--- src/rtl/rcfd_pkg.sv ---
package rcfd_pkg;

   localparam int FRAME_BYTES_DEF  = 27;
   localparam int MAX_CHANNELS_DEF = 16;

   localparam logic [7:0] MARK_BYTE = 8'h7E;
   localparam logic [7:0] ESC_BYTE  = 8'h7D;
   localparam logic [7:0] ESC_FLIP  = 8'h20;
   localparam logic [7:0] LEN_VALUE = 8'h19;
   localparam int         FLAGS_POS = 24;
   localparam int         PAYLOAD_POS = 2;

   localparam logic [2:0] REG_MODE     = 3'd0;
   localparam logic [2:0] REG_RAW_MIN  = 3'd1;
   localparam logic [2:0] REG_RAW_MAX  = 3'd2;
   localparam logic [2:0] REG_NORM_MIN = 3'd3;
   localparam logic [2:0] REG_NORM_MAX = 3'd4;
   localparam logic [2:0] REG_TIMEOUT  = 3'd5;

   localparam logic FUNC_BYTE = 1'b0;
   localparam logic FUNC_TICK = 1'b1;
   localparam logic KIND_CHAN = 1'b0;
   localparam logic KIND_LOST = 1'b1;

   typedef enum logic [3:0] {
      ST_IDLE,
      ST_CSUM,
      ST_CSUM_LAST,
      ST_FLAGS,
      ST_RD0,
      ST_RD1,
      ST_RD2,
      ST_RD3,
      ST_MUL,
      ST_DIV,
      ST_EMIT
   } state_type;

   typedef struct packed {
      logic       kind;
      logic [3:0] channel_index;
      logic [15:0] channel_value;
      logic       failsafe;
      logic       lost_frame;
      logic       lost_comms;
      logic       last;
   } result_type;

endpackage

--- src/rtl/rcfd_ram.sv ---
module rcfd_ram #(
   parameter int WIDTH = 8,
   parameter int DEPTH = 32
) (
   input  logic                     clock,
   input  logic                     wr_en,
   input  logic [$clog2(DEPTH)-1:0] wr_addr,
   input  logic [WIDTH-1:0]         wr_data,
   input  logic [$clog2(DEPTH)-1:0] rd_addr,
   output logic [WIDTH-1:0]         rd_data
);
   logic [WIDTH-1:0] mem_ff [DEPTH];
   logic [WIDTH-1:0] rd_data_ff;

   always_ff @(posedge clock) begin
      if (wr_en) begin
         mem_ff[wr_addr] <= wr_data;
      end
      rd_data_ff <= mem_ff[rd_addr];
   end

   assign rd_data = rd_data_ff;
endmodule

--- src/rtl/rcfd_divider.sv ---
module rcfd_divider (
   input  logic        clock,
   input  logic        reset,
   input  logic        start,
   input  logic [27:0] dividend,
   input  logic [10:0] divisor,
   output logic        done,
   output logic [27:0] quotient
);
   // restoring divider, one quotient bit per cycle, unsigned
   logic [27:0] quo_ff, quo_in;
   logic [11:0] rem_ff, rem_in;
   logic [4:0]  cnt_ff, cnt_in;
   logic        busy_ff, busy_in;
   logic        done_ff, done_in;
   logic [11:0] trial;
   logic [11:0] sub;

   always_comb begin
      quo_in  = quo_ff;
      rem_in  = rem_ff;
      cnt_in  = cnt_ff;
      busy_in = busy_ff;
      done_in = 1'b0;
      trial   = {rem_ff[10:0], quo_ff[27]};
      sub     = trial - {1'b0, divisor};
      if (start) begin
         quo_in  = dividend;
         rem_in  = '0;
         cnt_in  = 5'd27;
         busy_in = 1'b1;
      end else if (busy_ff) begin
         if (trial >= {1'b0, divisor}) begin
            rem_in = sub;
            quo_in = {quo_ff[26:0], 1'b1};
         end else begin
            rem_in = trial;
            quo_in = {quo_ff[26:0], 1'b0};
         end
         if (cnt_ff == 5'd0) begin
            busy_in = 1'b0;
            done_in = 1'b1;
         end else begin
            cnt_in = cnt_ff - 5'd1;
         end
      end
   end

   always_ff @(posedge clock) begin
      quo_ff <= quo_in;
      rem_ff <= rem_in;
      cnt_ff <= cnt_in;
      if (reset) begin
         busy_ff <= 1'b0;
         done_ff <= 1'b0;
      end else begin
         busy_ff <= busy_in;
         done_ff <= done_in;
      end
   end

   assign done     = done_ff;
   assign quotient = quo_ff;
endmodule

--- src/rtl/rc_frame_deframer_decoder.sv ---
// rc frame deframer / decoder
// req channel: one beat is either a received serial byte (func 0) or a
// timer tick (func 1). bytes are de-stuffed (0x7e marker, 0x7d escape) and
// written into a frame memory; a closing marker on a full frame starts a
// check and decode pass.
// rsp channel: one beat per channel value (8, 9 or 16 per good frame, last
// set on the final one) or a single loss-of-comms beat when the tick
// countdown runs out.
// a plain byte or tick is handled in the idle state alone. a closing
// marker starts a checksum sweep over the frame memory, then per
// channel 3 memory reads, one multiply and a serial divide; the
// divider sets the rate.
// the block takes no new beat while a decode or result is pending, so a
// stalled rsp side simply holds req_tready low; nothing is dropped.
// reset: no frame open, countdown expired, comms flagged lost, registers
// at their defaults. the frame memory is not cleared (never read unwritten).
// csr: apb style, register i at byte address 4*i, always ready.
module rc_frame_deframer_decoder #(
   parameter int FRAME_BYTES  = rcfd_pkg::FRAME_BYTES_DEF,
   parameter int MAX_CHANNELS = rcfd_pkg::MAX_CHANNELS_DEF
) (
   input  logic        clock,
   input  logic        reset,
   input  logic        req_tvalid,
   output logic        req_tready,
   input  logic [7:0]  req_tdata,   // rx_byte[7:0]
   input  logic        req_tuser,   // func
   output logic        rsp_tvalid,
   input  logic        rsp_tready,
   output logic [23:0] rsp_tdata,   // channel_index[3:0], channel_value[19:4], failsafe[20],
                                    // lost_frame[21], lost_comms[22], zero fill
   output logic        rsp_tuser,   // kind
   output logic        rsp_tlast,   // last
   input  logic        csr_psel,
   input  logic        csr_penable,
   input  logic        csr_pwrite,
   input  logic [4:0]  csr_paddr,
   input  logic [31:0] csr_pwdata,
   output logic [31:0] csr_prdata,
   output logic        csr_pready
);
   localparam int AW = $clog2(FRAME_BYTES);
   localparam int CW = $clog2(FRAME_BYTES + 1);

   // config registers
   logic [1:0]  mode_ff;
   logic [10:0] raw_min_ff, raw_max_ff;
   logic [15:0] norm_min_ff, norm_max_ff, timeout_ff;
   logic        csr_wr;
   logic [2:0]  csr_idx;

   assign csr_pready = 1'b1;
   assign csr_wr     = csr_psel & csr_penable & csr_pwrite;
   assign csr_idx    = csr_paddr[4:2];

   always_ff @(posedge clock) begin
      if (reset) begin
         mode_ff     <= 2'd0;
         raw_min_ff  <= 11'd172;
         raw_max_ff  <= 11'd1811;
         norm_min_ff <= 16'd0;
         norm_max_ff <= 16'd1000;
         timeout_ff  <= 16'd100;
      end else if (csr_wr) begin
         case (csr_idx)
            rcfd_pkg::REG_MODE:     mode_ff     <= csr_pwdata[1:0];
            rcfd_pkg::REG_RAW_MIN:  raw_min_ff  <= csr_pwdata[10:0];
            rcfd_pkg::REG_RAW_MAX:  raw_max_ff  <= csr_pwdata[10:0];
            rcfd_pkg::REG_NORM_MIN: norm_min_ff <= csr_pwdata[15:0];
            rcfd_pkg::REG_NORM_MAX: norm_max_ff <= csr_pwdata[15:0];
            rcfd_pkg::REG_TIMEOUT:  timeout_ff  <= csr_pwdata[15:0];
            default: ;
         endcase
      end
   end

   always_comb begin
      case (csr_idx)
         rcfd_pkg::REG_MODE:     csr_prdata = {30'd0, mode_ff};
         rcfd_pkg::REG_RAW_MIN:  csr_prdata = {21'd0, raw_min_ff};
         rcfd_pkg::REG_RAW_MAX:  csr_prdata = {21'd0, raw_max_ff};
         rcfd_pkg::REG_NORM_MIN: csr_prdata = {16'd0, norm_min_ff};
         rcfd_pkg::REG_NORM_MAX: csr_prdata = {16'd0, norm_max_ff};
         rcfd_pkg::REG_TIMEOUT:  csr_prdata = {16'd0, timeout_ff};
         default:                csr_prdata = 32'd0;
      endcase
   end

   // control state
   rcfd_pkg::state_type state_ff, state_in;
   logic          in_frame_ff, in_frame_in;
   logic          esc_ff, esc_in;
   logic [CW-1:0] count_ff, count_in;
   logic [15:0]   cd_ff, cd_in;
   logic          lost_ff, lost_in;
   logic          rsp_valid_ff, rsp_valid_in;
   rcfd_pkg::result_type rsp_ff, rsp_in;

   // decode datapath
   logic [AW-1:0] ptr_ff, ptr_in;         // memory read pointer
   logic [8:0]    sum_ff, sum_in;         // end-around checksum
   logic          hdr_ok_ff, hdr_ok_in;
   logic [1:0]    flags_ff, flags_in;     // {failsafe, lost_frame}
   logic [3:0]    ch_ff, ch_in;
   logic [4:0]    nch_ff, nch_in;
   logic [7:0]    b0_ff, b0_in, b1_ff, b1_in;
   logic [10:0]   raw_ff, raw_in;
   logic [27:0]   prod_ff, prod_in;       // |(r-min)*(hi-lo)| < 2^28
   logic          neg_ff, neg_in;
   logic [15:0]   val_ff, val_in;

   // frame memory
   logic          mem_we;
   logic [AW-1:0] mem_waddr, mem_raddr;
   logic [7:0]    mem_wdata, mem_rdata;

   rcfd_ram #(.WIDTH(8), .DEPTH(FRAME_BYTES)) u_frame_ram (
      .clock   (clock),
      .wr_en   (mem_we),
      .wr_addr (mem_waddr),
      .wr_data (mem_wdata),
      .rd_addr (mem_raddr),
      .rd_data (mem_rdata)
   );

   logic        div_start, div_done;
   logic [27:0] div_q;

   // the divider loads the product at the edge that ends the multiply step
   rcfd_divider u_div (
      .clock    (clock),
      .reset    (reset),
      .start    (div_start),
      .dividend (prod_in),
      .divisor  (raw_max_ff - raw_min_ff),
      .done     (div_done),
      .quotient (div_q)
   );

   logic          req_fire;
   logic [7:0]    rx_b;
   logic [8:0]    sum_add;
   logic [7:0]    bitpos;
   logic [AW:0]   bpos;
   logic [23:0]   acc;
   logic [10:0]   clamp;
   logic signed [16:0] span;
   logic [16:0]   span_abs;
   logic [27:0]   q_signed;
   logic [5:0]    bitsh;

   assign req_tready = (state_ff == rcfd_pkg::ST_IDLE) && !rsp_valid_ff;
   assign req_fire   = req_tvalid && req_tready;
   assign rx_b       = req_tdata ^ (esc_ff ? rcfd_pkg::ESC_FLIP : 8'h00);
   assign sum_add    = {1'b0, sum_ff[7:0]} + {1'b0, mem_rdata};
   // bit offset of channel ch: 11*ch, byte = payload + bit/8
   assign bitpos     = 8'(ch_ff) * 8'd11;
   assign bpos       = (AW+1)'(rcfd_pkg::PAYLOAD_POS) + (AW+1)'(bitpos[7:3]);
   assign acc        = {mem_rdata, b1_ff, b0_ff};
   assign bitsh      = {3'd0, bitpos[2:0]};
   assign span       = $signed({norm_max_ff[15], norm_max_ff})
                     - $signed({norm_min_ff[15], norm_min_ff});
   assign span_abs   = span[16] ? 17'(-span) : 17'(span);
   assign q_signed   = neg_ff ? 28'(-div_q) : div_q;

   always_comb begin
      if (raw_ff < raw_min_ff)      clamp = raw_min_ff;
      else if (raw_ff > raw_max_ff) clamp = raw_max_ff;
      else                          clamp = raw_ff;
   end

   always_comb begin
      state_in     = state_ff;
      in_frame_in  = in_frame_ff;
      esc_in       = esc_ff;
      count_in     = count_ff;
      cd_in        = cd_ff;
      lost_in      = lost_ff;
      rsp_valid_in = rsp_valid_ff && !rsp_tready;
      rsp_in       = rsp_ff;
      ptr_in       = ptr_ff;
      sum_in       = sum_ff;
      hdr_ok_in    = hdr_ok_ff;
      flags_in     = flags_ff;
      ch_in        = ch_ff;
      nch_in       = nch_ff;
      b0_in        = b0_ff;
      b1_in        = b1_ff;
      raw_in       = raw_ff;
      prod_in      = prod_ff;
      neg_in       = neg_ff;
      val_in       = val_ff;
      mem_we       = 1'b0;
      mem_waddr    = count_ff[AW-1:0];
      mem_wdata    = rx_b;
      mem_raddr    = ptr_ff;
      div_start    = 1'b0;

      case (state_ff)
         rcfd_pkg::ST_IDLE: begin
            if (req_fire) begin
               if (req_tuser == rcfd_pkg::FUNC_TICK) begin
                  if (cd_ff != 16'd0) cd_in = cd_ff - 16'd1;
                  if ((cd_ff <= 16'd1) && !lost_ff) begin
                     lost_in      = 1'b1;
                     rsp_valid_in = 1'b1;
                     rsp_in       = '{kind: rcfd_pkg::KIND_LOST, channel_index: 4'd0,
                                      channel_value: 16'd0, failsafe: 1'b0,
                                      lost_frame: 1'b0, lost_comms: 1'b1, last: 1'b1};
                  end
               end else if (req_tdata == rcfd_pkg::MARK_BYTE) begin
                  if (in_frame_ff && count_ff == CW'(FRAME_BYTES)) begin
                     ptr_in    = '0;
                     sum_in    = '0;
                     hdr_ok_in = 1'b1;
                     state_in  = rcfd_pkg::ST_CSUM;
                  end
                  in_frame_in = 1'b1;
                  count_in    = '0;
                  esc_in      = 1'b0;
               end else if (in_frame_ff) begin
                  if (req_tdata == rcfd_pkg::ESC_BYTE) begin
                     esc_in = 1'b1;
                  end else begin
                     esc_in = 1'b0;
                     if (count_ff < CW'(FRAME_BYTES)) begin
                        mem_we   = 1'b1;
                        count_in = count_ff + CW'(1);
                     end else begin
                        in_frame_in = 1'b0;
                        count_in    = '0;
                     end
                  end
               end
            end
         end
         // sweep: address ptr issued, data of ptr-1 arrives
         rcfd_pkg::ST_CSUM: begin
            ptr_in = ptr_ff + AW'(1);
            if (ptr_ff != '0) begin
               if (ptr_ff == AW'(1) && mem_rdata != rcfd_pkg::LEN_VALUE) hdr_ok_in = 1'b0;
               if (ptr_ff == AW'(2) && mem_rdata != 8'h00) hdr_ok_in = 1'b0;
               sum_in = sum_add[8] ? {1'b0, sum_add[7:0] + 8'd1} : sum_add;
            end
            if (ptr_ff == AW'(FRAME_BYTES - 1)) state_in = rcfd_pkg::ST_CSUM_LAST;
         end
         rcfd_pkg::ST_CSUM_LAST: begin
            mem_raddr = AW'(rcfd_pkg::FLAGS_POS);
            state_in  = rcfd_pkg::ST_IDLE;
            if (hdr_ok_ff && (sum_ff[7:0] + mem_rdata) == 8'hFF) state_in = rcfd_pkg::ST_FLAGS;
         end
         rcfd_pkg::ST_FLAGS: begin
            flags_in = {mem_rdata[3], mem_rdata[2]};
            case (mode_ff)
               2'd0:    nch_in = 5'd8;
               2'd1:    nch_in = 5'd9;
               default: nch_in = 5'd16;
            endcase
            if (nch_in > 5'(MAX_CHANNELS)) nch_in = 5'(MAX_CHANNELS);
            cd_in    = timeout_ff;
            lost_in  = 1'b0;
            ch_in    = '0;
            state_in = rcfd_pkg::ST_RD0;
         end
         rcfd_pkg::ST_RD0: begin
            mem_raddr = bpos[AW-1:0];
            state_in  = rcfd_pkg::ST_RD1;
         end
         rcfd_pkg::ST_RD1: begin
            mem_raddr = bpos[AW-1:0] + AW'(1);
            b0_in     = mem_rdata;
            state_in  = rcfd_pkg::ST_RD2;
         end
         rcfd_pkg::ST_RD2: begin
            mem_raddr = bpos[AW-1:0] + AW'(2);
            b1_in     = (bpos + (AW+1)'(1) < (AW+1)'(FRAME_BYTES)) ? mem_rdata : 8'h00;
            state_in  = rcfd_pkg::ST_RD3;
         end
         rcfd_pkg::ST_RD3: begin
            raw_in   = 11'((bpos + (AW+1)'(2) < (AW+1)'(FRAME_BYTES) ? acc
                                : {8'h00, b1_ff, b0_ff}) >> bitsh);
            state_in = rcfd_pkg::ST_MUL;
         end
         rcfd_pkg::ST_MUL: begin
            prod_in   = 28'(11'(clamp - raw_min_ff)) * 28'(span_abs);
            neg_in    = span[16];
            div_start = 1'b1;
            state_in  = rcfd_pkg::ST_DIV;
            if (raw_max_ff <= raw_min_ff) begin
               val_in    = norm_min_ff;
               div_start = 1'b0;
               state_in  = rcfd_pkg::ST_EMIT;
            end
         end
         rcfd_pkg::ST_DIV: begin
            if (div_done) begin
               val_in   = q_signed[15:0] + norm_min_ff;
               state_in = rcfd_pkg::ST_EMIT;
            end
         end
         rcfd_pkg::ST_EMIT: begin
            if (!rsp_valid_ff || rsp_tready) begin
               rsp_valid_in = 1'b1;
               rsp_in = '{kind: rcfd_pkg::KIND_CHAN, channel_index: ch_ff,
                          channel_value: val_ff, failsafe: flags_ff[1],
                          lost_frame: flags_ff[0], lost_comms: 1'b0,
                          last: (5'(ch_ff) + 5'd1 == nch_ff)};
               ch_in    = ch_ff + 4'd1;
               state_in = (5'(ch_ff) + 5'd1 == nch_ff) ? rcfd_pkg::ST_IDLE
                                                       : rcfd_pkg::ST_RD0;
            end
         end
         default: state_in = rcfd_pkg::ST_IDLE;
      endcase
   end

   always_ff @(posedge clock) begin
      if (reset) begin
         state_ff     <= rcfd_pkg::ST_IDLE;
         in_frame_ff  <= 1'b0;
         esc_ff       <= 1'b0;
         count_ff     <= '0;
         cd_ff        <= 16'd0;
         lost_ff      <= 1'b1;
         rsp_valid_ff <= 1'b0;
      end else begin
         state_ff     <= state_in;
         in_frame_ff  <= in_frame_in;
         esc_ff       <= esc_in;
         count_ff     <= count_in;
         cd_ff        <= cd_in;
         lost_ff      <= lost_in;
         rsp_valid_ff <= rsp_valid_in;
      end
      rsp_ff    <= rsp_in;
      ptr_ff    <= ptr_in;
      sum_ff    <= sum_in;
      hdr_ok_ff <= hdr_ok_in;
      flags_ff  <= flags_in;
      ch_ff     <= ch_in;
      nch_ff    <= nch_in;
      b0_ff     <= b0_in;
      b1_ff     <= b1_in;
      raw_ff    <= raw_in;
      prod_ff   <= prod_in;
      neg_ff    <= neg_in;
      val_ff    <= val_in;
   end

   assign rsp_tvalid = rsp_valid_ff;
   assign rsp_tdata  = {1'b0, rsp_ff.lost_comms, rsp_ff.lost_frame, rsp_ff.failsafe,
                        rsp_ff.channel_value, rsp_ff.channel_index};
   assign rsp_tuser  = rsp_ff.kind;
   assign rsp_tlast  = rsp_ff.last;

   // frame never grows past its memory
   a_count_range: assert property (@(posedge clock) disable iff (reset)
      count_ff <= CW'(FRAME_BYTES))
      else $error("frame count overflow");
   // no input taken while a decode runs
   a_no_req_busy: assert property (@(posedge clock) disable iff (reset)
      (state_ff != rcfd_pkg::ST_IDLE) |-> !req_tready)
      else $error("input taken during decode");
   // a loss beat only when the flag just got set
   a_lost_beat: assert property (@(posedge clock) disable iff (reset)
      ($rose(rsp_valid_ff) && rsp_ff.kind == rcfd_pkg::KIND_LOST) |-> lost_ff)
      else $error("loss beat without flag");
   // a stalled result holds
   a_rsp_hold: assert property (@(posedge clock) disable iff (reset)
      (rsp_valid_ff && !rsp_tready) |=> (rsp_valid_ff && $stable(rsp_ff)))
      else $error("result changed under stall");
endmodule

--- config.mk ---
export PLATFORM = sky130hd
export DESIGN_NAME = rc_frame_deframer_decoder
export DESIGN_NICKNAME = d
export VERILOG_FILES = /design/src/rtl/rcfd_pkg.sv /design/src/rtl/rcfd_ram.sv /design/src/rtl/rcfd_divider.sv /design/src/rtl/rc_frame_deframer_decoder.sv
export SDC_FILE = /design/constraint.sdc
export NUM_CORES = 1
export LEC_CHECK = 0
export BUFFER_PORTS_ARGS = -buffer_cell sky130_fd_sc_hd__clkbuf_2
export CAP_MARGIN = 10
export CORE_MARGIN = 2
export CORE_UTILIZATION = 25
export DETAILED_ROUTE_END_ITERATION = 8
export GPL_TIMING_DRIVEN = 0
export PLACE_DENSITY = 0.38
export REMOVE_ABC_BUFFERS = 1
export SETUP_SLACK_MARGIN = 0.3
export SYNTH_ARGS = -nofsm -noshare
export SYNTH_HDL_FRONTEND = slang
export SYNTH_SLANG_ARGS = --single-unit
--- constraint.sdc ---
create_clock -name clock -period 12.8 [get_ports clock]
set_input_delay 3.84 -clock clock [delete_from_list [all_inputs] [get_ports clock]]
set_output_delay 3.84 -clock clock [all_outputs]
set_load 0.02 [all_outputs]
==> results.py <==
metrics = {
    "power": {
        "worst_ir_drop_vdd_mv": 0.162,
        "leakage_uw": 0.0139,
        "p_per_area_nw_per_um2": 175,
    },
    "die": {
        "die_x_um": 357,
        "core_um2": 124000,
        "ios": 114,
        "dieHeight_um": 357,
        "start_util": 0.252,
        "rows": 129,
        "die-area_um2": 128000,
    },
    "setup_path": {
        "crit_top_cell": "a21oi_1",
        "crit_fanout": 21,
        "reg2reg_from": "raw_min_ff[1]",
        "cpPeakStageDelay_ps": 700,
        "worstRegToRegCells": 41,
        "endpoint_kind": "register",
        "cpMaxStageDelayCell": "xor2_2",
        "worst_ep_arrival_time_ps": 12020,
        "crit_type": "register to register",
        "timing.critical_path.to": "u_div.quotient[27]",
        "critPathRequiredTime_ps": 13170,
        "r2r_setup_slack_ps": 1160,
        "cp-start-kind": "register",
        "r2r-end": "u_div.quotient[27]",
        "cp-startpoint": "raw_min_ff[1]",
    },
    "logic_synthesis": {
        "synth_top_area_share": 0.322,
        "ys_seq_elements": 470,
        "synth_ff_type": "edfxtp_1",
        "syn_avg_cell_area_um2": 9.66,
        "ys.warnings.count": 0,
        "synth-edff-count": 335,
        "synth.largest_area_cell": "edfxtp_1",
        "synth_cell_type_count": 90,
        "seq_area_frac_synth": 0.409,
        "synthTopCellsByArea": "edfxtp_1, fa_1, dfxtp_1, ha_1, nand2_1",
        "syn_area_um2": 31200,
        "synthArstFlopShare": 0,
        "postSynthCellCount": 3231,
    },
    "global_route": {
        "grt_first_pass_wirelength_mm": 148,
        "track_usage": 0.153,
        "first_global_vias": 22500,
        "grt_max_degree": 73,
        "antenna_found_initial": 6,
        "grt.overflow.total": 0,
    },
    "clocking": {
        "clockBufferDepth": 3,
        "clock_latency_ps": 670,
        "cts_tree": "yes",
        "cts.clk_slew.worst_paths_ps": 60,
        "cts_setup_buffers": 0,
        "cts_made_buffers": 59,
        "root_buffer": "clkbuf_16",
        "post_cts_resized": 0,
        "cts_hold_buf": 0,
        "cts_max_level": 2,
        "cts.sinks": 470,
    },
    "place": {
        "dp_cells": 4827,
        "hpwlAfterDp_mm": 72.3,
        "port_buffers": 77,
        "place_congestion": 0.807,
    },
    "timing": {
        "whs_ps": 447,
        "hold_violations": 0,
        "max_freq_mhz": 85.9,
        "tightest_slew_ps": 1260,
        "fin_skew_ps": 28.3,
        "slew_violations": 0,
        "rsz0062_at_grt": "no",
        "min_period_ps": 11640,
        "finalSetupViolations": 0,
        "slew_headroom": 0.159,
        "fin_crit_sh": 0.910,
    },
    "detailed_routing": {
        "wl_mm": 97.8,
        "drt-pass1-iter-count": 5,
        "vias_per_cell": 4.60,
        "drc_errors": 0,
        "routedWlPerCell_um": 19.8,
        "first_iter_violations": 1439,
        "via_count": 22700,
        "ant_nets": 0,
    },
    "finish": {
        "final_cell_mix": "nand2_1, edfxtp_1, inv_1",
        "nets": 3636,
        "layout_commonest_cell": "nand2_1",
        "fin_util": 0.288,
        "antennaDiodeCount": 0,
        "finalNonFillerCells": 4939,
        "drive_gt1_frac": 0.0836,
        "syn_to_final_growth_pct": 14.3,
    },
    "status": {
        "status": "finished clean",
    },
    "worst_hold_path": {
        "hp-class": "register to register",
        "holdCritStartpoint": "prod_ff[6]",
    },
    "job": {
        "drv_cap": 0,
    },
}
worst max-delay path: cells and delay by family, from the launching register on:
kind,cells,cell delay [ps]
adders and majority gates,9,3820
xor gates and xnor gates,2,840
DFF,1,410
AOI/OAI and AO/OA,21,5170
buffers and inverters,4,380
and+or+nand+nor,5,710
worst min-delay path by stage:
stage            endpoint  slack, ps  cells after the start
2_1_floorplan  prod_ff[6]        410                      2
3_3_place_gp   prod_ff[6]        430                      2
3_5_place_dp   prod_ff[6]        440                      2
4_1_cts        u_div.done        450                      1
5_1_grt        prod_ff[1]        460                      2
6_report       prod_ff[6]        450                      2
cells by family after synthesis:
family / Yosys count / share of synthesized area
AOI/OAI and AO/OA: 642 / 0.132
xor gates and xnor gates: 134 / 0.0381
adders and majority gates: 330 / 0.166
buffers and inverters: 441 / 0.0563
DFF: 470 / 0.409
muxes: 110 / 0.0361
other: 2 / 0.000241
and+or+nand+nor: 1102 / 0.163
synth_stat cells (16+ instances only):
library cell / number
nand2_1: 473
edfxtp_1: 335
inv_1: 271
nor2_1: 264
ha_1: 189
a21oi_1: 169
o21ai_0: 145
fa_1: 141
dfxtp_1: 135
clkbuf_1: 123
mux2i_1: 90
xnor2_1: 79
a211oi_1: 75
and2_1: 71
nand2b_1: 56
xor2_1: 54
a31oi_1: 51
nor2b_1: 40
nand3_1: 36
nor3_1: 31
and3_1: 29
a21o_1: 27
a22oi_1: 22
buf_4: 21
mux2_2: 20
o31ai_1: 20
o22ai_1: 18
buf_2: 17
nand4_1: 16
state kept, by name (all words and copies together), names as in the netlist, 16 cells and up:
signal,flops
u_div.quotient,28
rsp_tdata,22
val_ff,16
timeout_ff,16
u_frame_ram.mem_ff,216
norm_max_ff,16
norm_min_ff,16
cd_ff,16
per-stage QoR:
step / cell area, µm² / setup TNS (ps) / total power [µW] / setup WS (ps)
final: 35700 / 0 / 6230 / 1160
after global routing: 35700 / 0 / 6740 / 488
after CTS: 35700 / 0 / 6310 / 1120
after detailed placement: 33700 / 0 / 4520 / 1220
after global placement: 33000 / -31760 / 4540 / -4400
after floorplan: 30500 / 0 / 3720 / 2850
layer usage:
| layer | GRT usage | wire, µm |
|---|---|---|
| met5 | 0 | 18 |
| met1 | 0.221 | 48200 |
| met3 | 0.0206 | 3580 |
| met4 | 0.0368 | 2070 |
| met2 | 0.240 | 43900 |
area by class of cell:
type                            instances  area (µm²)
Multi-Input combinational cell       2336       16900
Inverter                              274        1030
Fill cell                           13100       88100
Clock buffer                           77        1610
Sequential cell                       470       12800
Tap cell                             1637        2050
Clock inverter                         33         378
Timing Repair Buffer                  112         938
power breakdown:
part	internal, µW	total, µW	leakage [µW]	switching, µW
clock	1010	1730	0.000970	720
sequential	1690	1750	0.00412	64.6
combinational	1090	2740	0.00883	1660
total	3790	6230	0.0139	2440
(Power assumes the default switching activity.)
